File: config.mk
export PLATFORM = sky130hd
export DESIGN_NAME = fractional_baud_divider_search
export DESIGN_NICKNAME = d
export VERILOG_FILES = /design/src/rtl/fbd_pkg.sv /design/src/rtl/fbd_div.sv /design/src/rtl/fractional_baud_divider_search.sv
export SDC_FILE = /design/constraint.sdc
export NUM_CORES = 1
export LEC_CHECK = 0
export BUFFER_PORTS_ARGS = -buffer_cell sky130_fd_sc_hd__buf_2
export CORE_UTILIZATION = 50
export CTS_BUF_LIST = sky130_fd_sc_hd__clkbuf_16
export DETAILED_ROUTE_END_ITERATION = 8
export PLACE_DENSITY_LB_ADDON = 0.12
export SETUP_SLACK_MARGIN = 0.5
export SLEW_MARGIN = 20
export SYNTH_ARGS = -nofsm -noshare
export SYNTH_HDL_FRONTEND = slang
export SYNTH_HIERARCHICAL = 1
export SYNTH_SLANG_ARGS = --single-unit
File: constraint.sdc
create_clock -name clk -period 21.6 [get_ports clk]
set_input_delay 4.32 -clock clk [delete_from_list [all_inputs] [get_ports clk]]
set_output_delay 4.32 -clock clk [all_outputs]
set_load 0.01 [all_outputs]
File: src/rtl/fbd_pkg.sv
// Fractional baud divider search: shared types and constants.
// Used by fbd_div and fractional_baud_divider_search. No dependencies.
`timescale 1ns / 1ps
`default_nettype none

package fbd_pkg;

  // Shared divider operand widths
  localparam int DW    = 27;            // dividend / quotient
  localparam int VW    = 23;            // divisor / remainder
  localparam int CNT_W = $clog2(DW);

  // Configuration register indexes
  localparam int CFG_IDX_W = 2;
  localparam logic [CFG_IDX_W-1:0] CfgMainClk = 2'd0;
  localparam logic [CFG_IDX_W-1:0] CfgUartDiv = 2'd1;

  localparam logic [26:0] MainClkRst = 27'd12000000;
  localparam logic [7:0]  UartDivRst = 8'd1;

  localparam logic [16:0] NoErr      = 17'd100000;
  localparam logic [6:0]  PctScale   = 7'd100;

  typedef struct packed {
    logic          go;
    logic [DW-1:0] num;
    logic [VW-1:0] den;
  } div_req_t;

  typedef struct packed {
    logic          busy;
    logic          done;
    logic [DW-1:0] quo;
    logic [VW-1:0] rem;
  } div_rsp_t;

endpackage

`default_nettype wire

File: src/rtl/fbd_div.sv
// Restoring radix-2 divider, one quotient bit per cycle.
// Depends on fbd_pkg for widths and request/response structs.
`timescale 1ns / 1ps
`default_nettype none

module fbd_div (
  input  wire              clk,
  input  wire              rst_n,
  input  fbd_pkg::div_req_t req,
  output fbd_pkg::div_rsp_t rsp
);
  import fbd_pkg::*;

  logic             busy_r;
  logic             done_r;
  logic [CNT_W-1:0] cnt_r;
  logic [DW-1:0]    num_r;
  logic [VW-1:0]    rem_r;
  logic [VW-1:0]    den_r;
  logic [VW:0]      shifted;
  logic [VW+1:0]    diff;

  assign shifted = {rem_r, num_r[DW-1]};
  assign diff    = {1'b0, shifted} - {2'b00, den_r};

  always_ff @(posedge clk) begin
    if (!rst_n) begin
      busy_r <= 1'b0;
      done_r <= 1'b0;
    end else begin
      done_r <= 1'b0;
      if (req.go) begin
        busy_r <= 1'b1;
        cnt_r  <= '0;
        num_r  <= req.num;
        rem_r  <= '0;
        den_r  <= req.den;
      end else if (busy_r) begin
        // quotient bits shift in where dividend bits leave
        num_r <= {num_r[DW-2:0], ~diff[VW+1]};
        rem_r <= diff[VW+1] ? shifted[VW-1:0] : diff[VW-1:0];
        if (cnt_r == CNT_W'(DW - 1)) begin
          busy_r <= 1'b0;
          done_r <= 1'b1;
        end else begin
          cnt_r <= cnt_r + 1'b1;
        end
      end
    end
  end

  assign rsp.busy = busy_r;
  assign rsp.done = done_r;
  assign rsp.quo  = num_r;
  assign rsp.rem  = rem_r;

endmodule

`default_nettype wire

File: src/rtl/fractional_baud_divider_search.sv
// Fractional baud divider search, top level: search sequencer and config registers.
// Depends on fbd_pkg and fbd_div (one shared iterative divider).
//
//   channel | ports                                        | handshake
//   --------+----------------------------------------------+-----------------
//   in      | in_baud_rate                                 | in_valid/in_ready
//   out     | out_divisor out_mul_val out_div_add_val      | out_valid/out_ready
//           | out_best_error out_accepted                  |
//   cfg     | cfg_index cfg_data                           | cfg_we (no wait)
//
// One word at a time. Every division runs on the single divider.
// Per pair: scale, quotient and rate divisions; a skipped pair runs only scale and quotient.
// A full search covers 15x16 pairs; a zero-error hit ends it early.
// in_ready is high only while the sequencer is idle; a result waiting on out_ready
// does not block the next word, but the next result waits for the slot.
// Reset is synchronous; config registers reset to 12 MHz and divider 1.
`timescale 1ns / 1ps
`default_nettype none

module fractional_baud_divider_search #(
  parameter int MAX_FRACTION = 15
) (
  input  wire                               clk,
  input  wire                               rst_n,
  input  wire                               in_valid,
  output logic                              in_ready,
  input  wire  [22:0]                       in_baud_rate,
  output logic                              out_valid,
  input  wire                               out_ready,
  output logic [15:0]                       out_divisor,
  output logic [3:0]                        out_mul_val,
  output logic [3:0]                        out_div_add_val,
  output logic [16:0]                       out_best_error,
  output logic                              out_accepted,
  input  wire                               cfg_we,
  input  wire  [fbd_pkg::CFG_IDX_W-1:0]     cfg_index,
  input  wire  [26:0]                       cfg_data
);
  import fbd_pkg::*;

  localparam logic [3:0] MaxFr = 4'(MAX_FRACTION);

  typedef enum logic [2:0] {
    S_IDLE, S_UCLK, S_PAIR, S_SCALE, S_QUOT, S_RATE, S_ACC, S_OUT
  } state_t;

  state_t      state_r;
  logic [26:0] main_clk_r;
  logic [7:0]  uart_div_r;
  logic [22:0] baud_r;
  logic [22:0] uclk_r;
  logic [DW-1:0] scaled_r;
  logic [15:0] cand_div_r;
  logic [3:0]  mul_r, add_r;
  logic        lez_r;          // last computed error was zero
  logic [15:0] best_div_r;
  logic [3:0]  best_mul_r, best_add_r;
  logic [16:0] best_err_r;
  logic        out_valid_r;
  logic [15:0] out_div_r;
  logic [3:0]  out_mul_r, out_add_r;
  logic [16:0] out_err_r;
  logic        out_acc_r;
  logic [DW-1:0] thresh_r;
  logic        div_go_r;
  logic [DW-1:0] div_num_r;
  logic [VW-1:0] div_den_r;

  div_req_t req;
  div_rsp_t rsp;

  fbd_div u_div (
    .clk   (clk),
    .rst_n (rst_n),
    .req   (req),
    .rsp   (rsp)
  );

  assign req.go  = div_go_r;
  assign req.num = div_num_r;
  assign req.den = div_den_r;

  // datapath helpers
  logic [7:0]    clkdiv_eff;
  logic          round_up;
  logic [DW:0]   dq;
  logic          dq_ok;
  logic [DW-1:0] err;
  logic          err_zero;
  logic          better;
  logic          step_lez;
  logic          adv_finish;
  logic [DW-1:0] scale_num;
  logic [4:0]    scale_den;
  logic [DW-1:0] baud_x3;

  assign clkdiv_eff = (uart_div_r == 8'd0) ? 8'd1 : uart_div_r;
  assign round_up   = rsp.rem > (baud_r >> 1);
  assign dq         = {1'b0, rsp.quo} + {{DW{1'b0}}, round_up};
  assign dq_ok      = (dq[DW:16] == '0) && (dq[15:0] != 16'd0);
  assign err        = (rsp.quo >= {4'd0, baud_r}) ? (rsp.quo - {4'd0, baud_r})
                                                  : ({4'd0, baud_r} - rsp.quo);
  assign err_zero   = (err == '0);
  assign better     = err < {10'd0, best_err_r};
  assign step_lez   = (state_r == S_RATE) ? err_zero : lez_r;
  assign adv_finish = (add_r == MaxFr) && (step_lez || (mul_r == MaxFr));
  assign scale_num  = {23'd0, mul_r} * {4'd0, uclk_r};
  assign scale_den  = {1'b0, mul_r} + {1'b0, add_r};
  assign baud_x3    = {4'd0, baud_r} + {3'd0, baud_r, 1'b0};

  assign in_ready = (state_r == S_IDLE);

  always_ff @(posedge clk) begin
    if (!rst_n) begin
      state_r     <= S_IDLE;
      main_clk_r  <= MainClkRst;
      uart_div_r  <= UartDivRst;
      out_valid_r <= 1'b0;
      div_go_r    <= 1'b0;
    end else begin
      div_go_r <= 1'b0;
      if (cfg_we) begin
        if (cfg_index == CfgMainClk) main_clk_r <= cfg_data;
        if (cfg_index == CfgUartDiv) uart_div_r <= cfg_data[7:0];
      end
      if (out_valid_r && out_ready && state_r != S_OUT) out_valid_r <= 1'b0;

      unique case (state_r)
        S_IDLE: begin
          if (in_valid) begin
            baud_r     <= in_baud_rate;
            mul_r      <= 4'd1;
            add_r      <= 4'd0;
            lez_r      <= 1'b1;
            best_div_r <= 16'd0;
            best_mul_r <= 4'd1;
            best_add_r <= 4'd0;
            best_err_r <= NoErr;
            div_go_r   <= 1'b1;
            div_num_r  <= main_clk_r;
            div_den_r  <= {15'd0, clkdiv_eff};
            state_r    <= S_UCLK;
          end
        end
        S_UCLK: begin
          if (rsp.done) begin
            uclk_r <= rsp.quo[DW-1:4];
            if (baud_r == 23'd0) begin
              // no pair can be valid: straight to the threshold
              div_go_r  <= 1'b1;
              div_num_r <= baud_x3;
              div_den_r <= {16'd0, PctScale};
              state_r   <= S_ACC;
            end else begin
              state_r <= S_PAIR;
            end
          end
        end
        S_PAIR: begin
          div_go_r  <= 1'b1;
          div_num_r <= scale_num;
          div_den_r <= {18'd0, scale_den};
          state_r   <= S_SCALE;
        end
        S_SCALE: begin
          if (rsp.done) begin
            scaled_r  <= rsp.quo;
            div_go_r  <= 1'b1;
            div_num_r <= rsp.quo;
            div_den_r <= baud_r;
            state_r   <= S_QUOT;
          end
        end
        S_QUOT, S_RATE: begin
          if (rsp.done) begin
            if (state_r == S_QUOT && dq_ok) begin
              cand_div_r <= dq[15:0];
              div_go_r   <= 1'b1;
              div_num_r  <= scaled_r;
              div_den_r  <= {7'd0, dq[15:0]};
              state_r    <= S_RATE;
            end else begin
              if (state_r == S_RATE) begin
                lez_r <= err_zero;
                if (better) begin
                  best_div_r <= cand_div_r;
                  best_mul_r <= mul_r;
                  best_add_r <= add_r;
                  best_err_r <= err[16:0];
                end
              end
              if (adv_finish || (state_r == S_RATE && err_zero)) begin
                div_go_r  <= 1'b1;
                div_num_r <= baud_x3;
                div_den_r <= {16'd0, PctScale};
                state_r   <= S_ACC;
              end else begin
                if (add_r == MaxFr) begin
                  mul_r <= mul_r + 4'd1;
                  add_r <= 4'd0;
                end else begin
                  add_r <= add_r + 4'd1;
                end
                state_r <= S_PAIR;
              end
            end
          end
        end
        S_ACC: begin
          if (rsp.done) begin
            thresh_r <= rsp.quo;
            state_r  <= S_OUT;
          end
        end
        S_OUT: begin
          if (!out_valid_r || out_ready) begin
            out_valid_r <= 1'b1;
            out_div_r   <= best_div_r;
            out_mul_r   <= best_mul_r;
            out_add_r   <= best_add_r;
            out_err_r   <= best_err_r;
            out_acc_r   <= ({10'd0, best_err_r} < thresh_r);
            state_r     <= S_IDLE;
          end
        end
        default: state_r <= S_IDLE;
      endcase
    end
  end

  assign out_valid       = out_valid_r;
  assign out_divisor     = out_div_r;
  assign out_mul_val     = out_mul_r;
  assign out_div_add_val = out_add_r;
  assign out_best_error  = out_err_r;
  assign out_accepted    = out_acc_r;

  // a divider result only lands in a state that waits for it
  a_done_waited: assert property (@(posedge clk) disable iff (!rst_n)
    rsp.done |-> (state_r == S_UCLK || state_r == S_SCALE || state_r == S_QUOT ||
                  state_r == S_RATE || state_r == S_ACC))
    else $error("divider result with no waiting state");

  a_go_idle: assert property (@(posedge clk) disable iff (!rst_n)
    div_go_r |-> !rsp.busy)
    else $error("divider started while busy");

  a_out_from_seq: assert property (@(posedge clk) disable iff (!rst_n)
    $rose(out_valid_r) |-> $past(state_r == S_OUT))
    else $error("result word raised outside output state");

  a_best_bound: assert property (@(posedge clk) disable iff (!rst_n)
    (state_r != S_IDLE && state_r != S_UCLK) |-> (best_err_r <= NoErr))
    else $error("best error above initial value");

endmodule

`default_nettype wire
# Yosys cells after proc, flatten, opt, wreduce, memory -nomap -nowiden
# Index checks and enable logic that the tools add are counted.
[classes]
multipliers = 1
muxes = 88
n_addsub = 9
n_eq_ne = 26
n_reduce_logical = 39
n_lt_le_gt_ge = 4
n_bitwise = 3
[ops]
columns = ["op", "n"]
rows = [
  ["27-bit two-way mux", 10],
  ["23-bit two-way mux", 9],
  ["27-bit case mux with 5 select lines", 1],
  ["23-bit case mux with 5 select lines", 1],
  ["17-bit two-way mux", 5],
  ["16-bit two-way mux", 5],
  ["4-bit two-way mux", 18],
  ["17-bit case mux with 2 select lines", 1],
  ["16-bit case mux with 2 select lines", 1],
  ["4-bit case mux with 2 select lines", 4],
  ["27-bit by 1-bit adder with 28-bit output", 1],
  ["27-bit by 23-bit greater-or-equal comparator with 1-bit output", 1],
  ["27-bit logical NOT", 1],
  ["17-bit by 27-bit less-than comparator with 1-bit output", 1],
  ["27-bit by 17-bit less-than comparator with 1-bit output", 1],
  ["4-bit by 23-bit multiplier with 27-bit output", 1],
  ["3-bit two-way mux", 9],
  ["23-bit by 27-bit subtractor with 27-bit output", 1],
  ["27-bit by 23-bit subtractor with 27-bit output", 1],
  ["23-bit by 24-bit adder with 25-bit output", 1],
  ["24-bit by 23-bit subtractor with 25-bit output", 1],
  ["23-bit by 22-bit greater-than comparator with 1-bit output", 1],
  ["23-bit logical NOT", 1],
  ["3-bit case mux with 7 select lines", 1],
  ["other kinds (37)", 93],
]
[word_totals]
elab_cells = 200
register_bits = 378
output_inout_bits = 44
in_bits = 57

# Depth between registers and ports, before layout
# Gate-level depths: netlist of run 1.
[logic_depth]
ltp_word = 11
ltp_mapped = 31
ltp_nobuf = 28

# By module
# The synthesis of run 1 kept the hierarchy.
[by_module_without_submodules]
columns = ["mod", "cells_each", "n_inst", "seq_area_each_um2", "area_each_um2"]
rows = [
  ["fractional_baud_divider_search", 1963, 1, 8548.2, 19718.9],
  ["fbd_div", 396, 1, 2382.3, 4480.5],
]

# Least setup slack after synthesis of run 1
# OpenSTA, ideal clock, no wires.
[synth_timing]
path_type = "input -> register"
startpoint = "input port rst_n"
endpoint = "register best_add_r[0], enable pin"
cell_stages = 3
setup_ns = 0.496
required_time_ns = 21.104
n_path_buf = 1
t_arrival_ns = 7.959
path_slack_ns = 13.145
path_cell_list = "clkbuf_1 or4b_1 o21ai_0"
[synth_via]
elab_chain_cells = 1
[synth_lines]
columns = ["item", "line_no", "source"]
rows = [
  ["start: declaration", "fractional_baud_divider_search.sv:24", "input wire rst_n,"],
  ["7-bit AND reduction (no source line)", "--", ""],
  ["end signal: assignment", "fractional_baud_divider_search.sv:188", "best_add_r <= add_r;"],
  ["end: declaration", "fractional_baud_divider_search.sv:57", "logic [3:0] best_mul_r, best_add_r;"],
]
# Every way passes these cells.
# A chain may end at the register's enable or synchronous reset.

# Final worst setup path of run 1
[layout_timing]
startpoint = "register baud_r[2]"
endpoint = "register best_div_r[9], enable pin"
[layout_via]
elab_chain_cells = 7
elab_cells_between_ends = 14
cone_classes = "add/sub (3); order compare (3); eq/ne (2); mux (1); reduce/logical (5)"
[layout_lines]
columns = ["item", "line_no", "source"]
rows = [
  ["start: declaration", "fractional_baud_divider_search.sv:50", "logic [22:0] baud_r;"],
  ["start signal: assignment", "fractional_baud_divider_search.sv:131", "baud_r <= in_baud_rate;"],
  ["23-bit by 22-bit greater-than comparator with 1-bit output", "fractional_baud_divider_search.sv:98", "assign round_up = rsp.rem > (baud_r >> 1);"],
  ["27-bit by 1-bit adder with 28-bit output", "fractional_baud_divider_search.sv:99", "assign dq = {1'b0, rsp.quo} + {{DW{1'b0}}, round_up};"],
  ["named net dq[2]", "fractional_baud_divider_search.sv:86", "logic [DW:0] dq;"],
  ["16-bit nonzero test", "fractional_baud_divider_search.sv:100", "assign dq_ok = (dq[DW:16] == '0) && (dq[15:0] != 16'd0);"],
  ["1-bit logical AND", "fractional_baud_divider_search.sv:100", ""],
  ["1-bit logical AND", "fractional_baud_divider_search.sv:176", "if (state_r == S_QUOT && dq_ok) begin"],
  ["2-bit != test (no source line)", "--", ""],
  ["7-bit AND reduction (no source line)", "--", ""],
  ["end signal: assignment", "fractional_baud_divider_search.sv:186", "best_div_r <= cand_div_r;"],
  ["end: declaration", "fractional_baud_divider_search.sv:56", "logic [15:0] best_div_r;"],
]
# The timed path passes the listed nets, and every way through them passes these cells.

==> out/qor.csv, run 1 <==
metric;value;unit
min_path_type;flop to flop;
grt_pass1_vias;18340;
ctsHoldBuffers;0;
max_slew_margin;31.63;%
clk_path_buf_depth;3;
internal-power;1.555;mW
timing.fmax;148.6;MHz
cap_violations;0;
hold_viol_final;0;
post_drt_via_cell_ratio;6.116;
drive_gt1_share;11.13;%
path_clk_slew;0.06;ns
worstPathRequired;21.80;ns
status;complete, no violations;
avgSynthCellArea;10.26;µm²
fin_setup_tns;0;ns
io_buffer_count;100;
cts_sinks;378;
areaGrowthSynthToFinish;10.44;%
grt_max_degree;51;
vias;18900;
vdd_drop_max;0.00005621;V
leakagePower;10.97;nW
wl_per_cell;24.32;µm
ant_nets;0;
start_util;50.67;%
clockRootBuffer;clkbuf_16;
synthesis.area;24190;µm²
setup_ws;14.87;ns
cts-resized-gates;0;
cts_setup_buffers;0;
grt_first_pass_wirelength;112700;µm
dp_worst_setup_slack;14.86;ns
hpwl;55330;µm
antenna_found_initial;2;
finalSetupViolCount;0;
h-tree-depth;2;
max_stage_delay;0.63;ns
rsz0062_at_grt;no;
switching_power;0.8186;mW
slew_violations;0;
fp.dieH;222.0;µm
cts_tree;built;
fin_crit;6.730;ns
critPathKind;flop to flop;
power_density;88.84;nW/µm²
drt-initial-drc-count;1930;
fin_nets;2742;
core_area;47750;µm²
switching_share;34.49;%
syn_inst;2358;
clk_latency;0.58;ns
grt_use_total;30.51;%
synth_fp_nets;2660;
remaining_drc_errors;0;
synth_warnings;6;
cp_data_arrival_time;6.93;ns
cts_buffers;43;
io_pins;101;
grt_overflow;0;
post-route-period-util;31.16;%
globalplace.congestion;0.9490;
die_area;49270;µm²
crit_path_frequent_cell;o21a_1;
tightest_slew;1.026;ns
die_w;222.0;µm
placementRows;80;
seqPwrFrac;39.8;%
p_clk_share;30.1;%
clock_skew;0.02188;ns
cp_slowest_cell;or4b_1;
cp-start-kind;flop;
drtPass1Iterations;6;
finalWirelength;75150;µm
p_comb_share;30.0;%
cp_max_fo;41;
cp-end-kind;flop;
per-layer routing:
layer	wire, µm	global-route usage, %	up-vias
li1	-	-	8671
met4	3400	12.54	0
met2	33920	48.22	801
met1	31910	41.53	9270
met3	5922	5.341	157
met5	0	0	-
cell type report:
type	count	area, µm²
fillers	4225	21030
multi-input cells	1678	12110
flip-flops and latches	378	10930
clock buffers	45	1126
repair buffers	136	770.7
well taps	615	769.5
inverters	203	762.0
clock inverters	30	231.5
diodes	5	12.51
worst max-delay path, delay by kind of cell (launching register included):
kind / cells / cell delay [ns]
fa+ha+maj: 3 / 0.83
flops: 1 / 0.48
buf+inv: 3 / 0.80
simple gates: 11 / 2.59
compound gates: 10 / 1.45
xor+xnor: 1 / 0.17
power by group through the flow:
stage | registers (mW) | clock network, mW | logic [mW]
floorplan | 0.925 | 0 | 0.494
global placement | 0.956 | 0 | 0.688
detailed placement | 0.958 | 0 | 0.698
CTS | 0.943 | 0.726 | 0.702
global route | 0.948 | 0.751 | 0.778
finish | 0.945 | 0.715 | 0.713
layout by cell type, fill, tap and decap left out, types with 26 or more instances in the layout:
cell type	count
a21boi_0	26
a21o_1	51
a21oi_1	166
and2_1	60
buf_2	100
buf_4	36
clkbuf_16	45
dfxtp_1	41
edfxtp_1	336
fa_1	47
ha_1	198
inv_1	213
mux2_2	27
nand2_1	268
nand3_1	47
nand4_1	30
nor2_1	141
nor2b_1	28
nor3_1	39
o21ai_0	99
xnor2_1	60
xor2_1	30
path summary, 6_finish.rpt:
kind,start,slack [ns],cells after the start,end
worst max-delay path,baud_r[2],14.87,28,best_div_r[9]
worst min-delay path,best_div_r[9],0.42,0,out_divisor[9]
worst min register to register,best_div_r[9],0.42,0,out_divisor[9]
worst max register to register,baud_r[2],14.87,28,best_div_r[9]
stage by stage:
step                hold slack [ns]  cell area (µm²)  utilization [%]  total power, mW  cells
floorplan                    0.4003            24190                -            1.419   2358
global placement             0.4072            25350            53.08            1.645   3010
detailed placement           0.4045            25350            53.08            1.656   3010
CTS                          0.4177            26700            55.93            2.372   3085
global route                 0.4221            26700            55.93            2.477   3085
finish                       0.4172            26720            55.96            2.373   3090
sequential cells by signal, indices dropped and copies added, names as in the netlist, 8 cells and up:
signal          count
scaled_r           27
u_div/rem_r        23
best_div_r         16
baud_r             23
best_err_r         17
thresh_r           27
div_den_r          23
out_divisor        16
main_clk_r         27
uart_div_r          8
uclk_r             23
div_num_r          27
out_best_error     17
u_div/den_r        23
u_div/num_r        27
cand_div_r         16
Power figures use the tool's default switching activity.
==> inputs of run 2 (changes only) <==
--- a/config.mk
+++ b/config.mk
@@ -5,6 +5,7 @@
 export SDC_FILE = /design/constraint.sdc
 export NUM_CORES = 1
 export LEC_CHECK = 0
+export ABC_AREA = 1
 export BUFFER_PORTS_ARGS = -buffer_cell sky130_fd_sc_hd__buf_2
 export CORE_UTILIZATION = 50
 export CTS_BUF_LIST = sky130_fd_sc_hd__clkbuf_16
==> constraint.sdc (replaced) <==
create_clock -name clk -period 5.8 [get_ports clk]
set_input_delay 1.16 -clock clk [delete_from_list [all_inputs] [get_ports clk]]
set_output_delay 1.16 -clock clk [all_outputs]
set_load 0.01 [all_outputs]
==> out/qor.csv, run 2 <==
metric;value;unit
status;complete, no violations;
grt_overflow;0;
worstPathRequired;6.10;ns
min_path_cells;0;
ctsHoldBuffers;0;
hold_slack;0.4193;ns
p_comb_share;52.0;%
final_common_cell;nand2_1;
critPathKind;flop to flop;
rsz0062_at_grt;no;
grt_max_degree;51;
cts_buffers;44;
switching_share;46.89;%
syn_inst;3243;
post_drt_via_cell_ratio;5.670;
io_pins;101;
r2r_slack;0.76;ns
antenna_found_initial;2;
drt-initial-drc-count;2386;
path_clk_slew;0.07;ns
hold_end;out_div_add_val[1];
cp_data_arrival_time;5.34;ns
fp.dieH;231.0;µm
drtPass1Iterations;6;
wl_per_cell;23.26;µm
cts_tree;built;
internal-power;7.774;mW
clk_latency;0.60;ns
cts_sinks;378;
r2r-start;baud_r[15];
io_buffer_count;100;
cp_top_family;simple AND/OR/NAND/NOR gates;
fillCellCount;4751;
grt_first_pass_wirelength;139000;µm
cap_violations;0;
power_density;498.3;nW/µm²
seqPwrFrac;28.7;%
ant_nets;0;
cp_slowest_cell;edfxtp_1;
clk_path_buf_depth;3;
finalSetupViolCount;0;
remaining_drc_errors;0;
tightest_slew;1.154;ns
clock_skew;0.02411;ns
core_area;51610;µm²
slew_violations;0;
r2r-end;div_num_r[5];
min_path_type;flop to flop;
reg2reg_depth;27;
fin_setup_tns;0;ns
cp_max_fo;17;
post-route-period-util;86.90;%
hold_viol_final;0;
fin_nets;3692;
synth_fp_nets;3545;
switching_power;6.864;mW
clockRootBuffer;clkbuf_16;
p_clk_share;19.3;%
hpwl;76540;µm
globalplace.congestion;1.017;
vias;23280;
synthesis.area;26230;µm²
max_stage_delay;0.41;ns
start_util;50.81;%
placementRows;83;
h-tree-depth;2;
crit_buf_inv;6;
final_util;56.92;%
finalWirelength;95520;µm
worstHoldStart;best_add_r[1];
areaGrowthSynthToFinish;12.01;%
die_area;53370;µm²
grt_pass1_vias;22010;
fin_crit;5.040;ns
cp-end-kind;flop;
crit_path_frequent_cell;nor2_1;
grt_use_total;35.60;%
max_slew_margin;22.97;%
vdd_drop_max;0.0004715;V
synth_warnings;6;
timing.fmax;198.4;MHz
drive_gt1_share;10.51;%
layout_common_cells;nand2_1 (944), inv_1 (529), edfxtp_1 (336);
leakagePower;13.86;nW
power;14.64;mW
avgSynthCellArea;8.087;µm²
cp-start-kind;flop;
die_w;231.0;µm
-- run 2: worst reg2reg max path, stage by stage (launching register included) --
cell and delay [ns]:
edfxtp_1 0.41, inv_1 0.14, ha_1 0.33, nand2_1 0.08, nor2_1 0.18, nand4_1 0.15
nor2_1 0.13, o21ai_0 0.09, a32o_1 0.26, inv_1 0.05, ha_1 0.22, ha_2 0.25
nand3_2 0.15, nor3_4 0.30, buf_4 0.17, xor2_2 0.20, nor2_1 0.05, and3_1 0.21
nand3_1 0.15, nand2_1 0.08, nor2_1 0.19, nand2_4 0.14, nand2_1 0.10, inv_1 0.05
nand2_2 0.09, o211ai_1 0.12, inv_2 0.20, clkbuf_16 0.24
-- run 2: cell type report --
class                           count  area [µm²]  area share [%]
Sequential cell                   378       10930           37.21
Clock inverter                     35       311.5           1.061
Tap cell                          680       850.8           2.896
Inverter                          535        2011           6.844
Clock buffer                       46        1151           3.918
Timing Repair Buffer              172        1100           3.744
Multi-Input combinational cell   2259       13020           44.32
Antenna cell                        1       2.502        0.008518
-- run 2: metal layers --
| metal | part of all wire (%) | vias to the layer above | global-route usage, % |
|---|---|---|---|
| li1 | - | 10890 | - |
| met1 | 42 | 11090 | 47.74 |
| met5 | 0.012 | - | 0 |
| met2 | 46 | 1097 | 57.49 |
| met4 | 4.0 | 2 | 12.96 |
| met3 | 8.3 | 196 | 6.521 |
-- run 2: worst max-delay path by stage --
stage / start / depth (start not counted) / slack [ns] / end
4_1_cts: baud_r[17] / 23 / 0.58 / cand_div_r[6]
2_1_floorplan: baud_r[22] / 26 / 0.76 / best_add_r[0]
3_5_place_dp: baud_r[19] / 25 / 0.35 / div_num_r[13]
5_1_grt: baud_r[22] / 27 / 0.50 / div_num_r[4]
3_3_place_gp: baud_r[17] / 27 / 0.37 / div_num_r[19]
6_report: baud_r[15] / 27 / 0.76 / div_num_r[5]
-- run 2: what timing repair did --
action                                  4_1_cts  5_1_grt
resized for setup                             3       11
endpoints found under the hold margin         0        0
setup buffers                                 0        7
endpoints found under the setup margin      139      143
gates cloned                                  0        1
pin swaps                                     0        1
-- run 2: metrics by stage --
step | setup slack (ns) | cells | instance area [µm²]
2_1_floorplan | 0.7561 | 3243 | 26230
3_3_place_gp | 0.3651 | 4016 | 27770
3_5_place_dp | 0.3455 | 4016 | 27770
4_1_cts | 0.5835 | 4097 | 29240
5_1_grt | 0.5039 | 4106 | 29380
6_report | 0.7596 | 4106 | 29380
-- run 2: power by group through the flow --
stage          logic (mW)  registers, mW  clock network [mW]
2_1_floorplan        4.91           4.12                   0
3_3_place_gp         7.26           4.22                   0
3_5_place_dp         7.34           4.24                   0
4_1_cts              7.40           4.18                2.85
5_1_grt              8.30           4.23                2.95
6_report             7.61           4.20                2.83
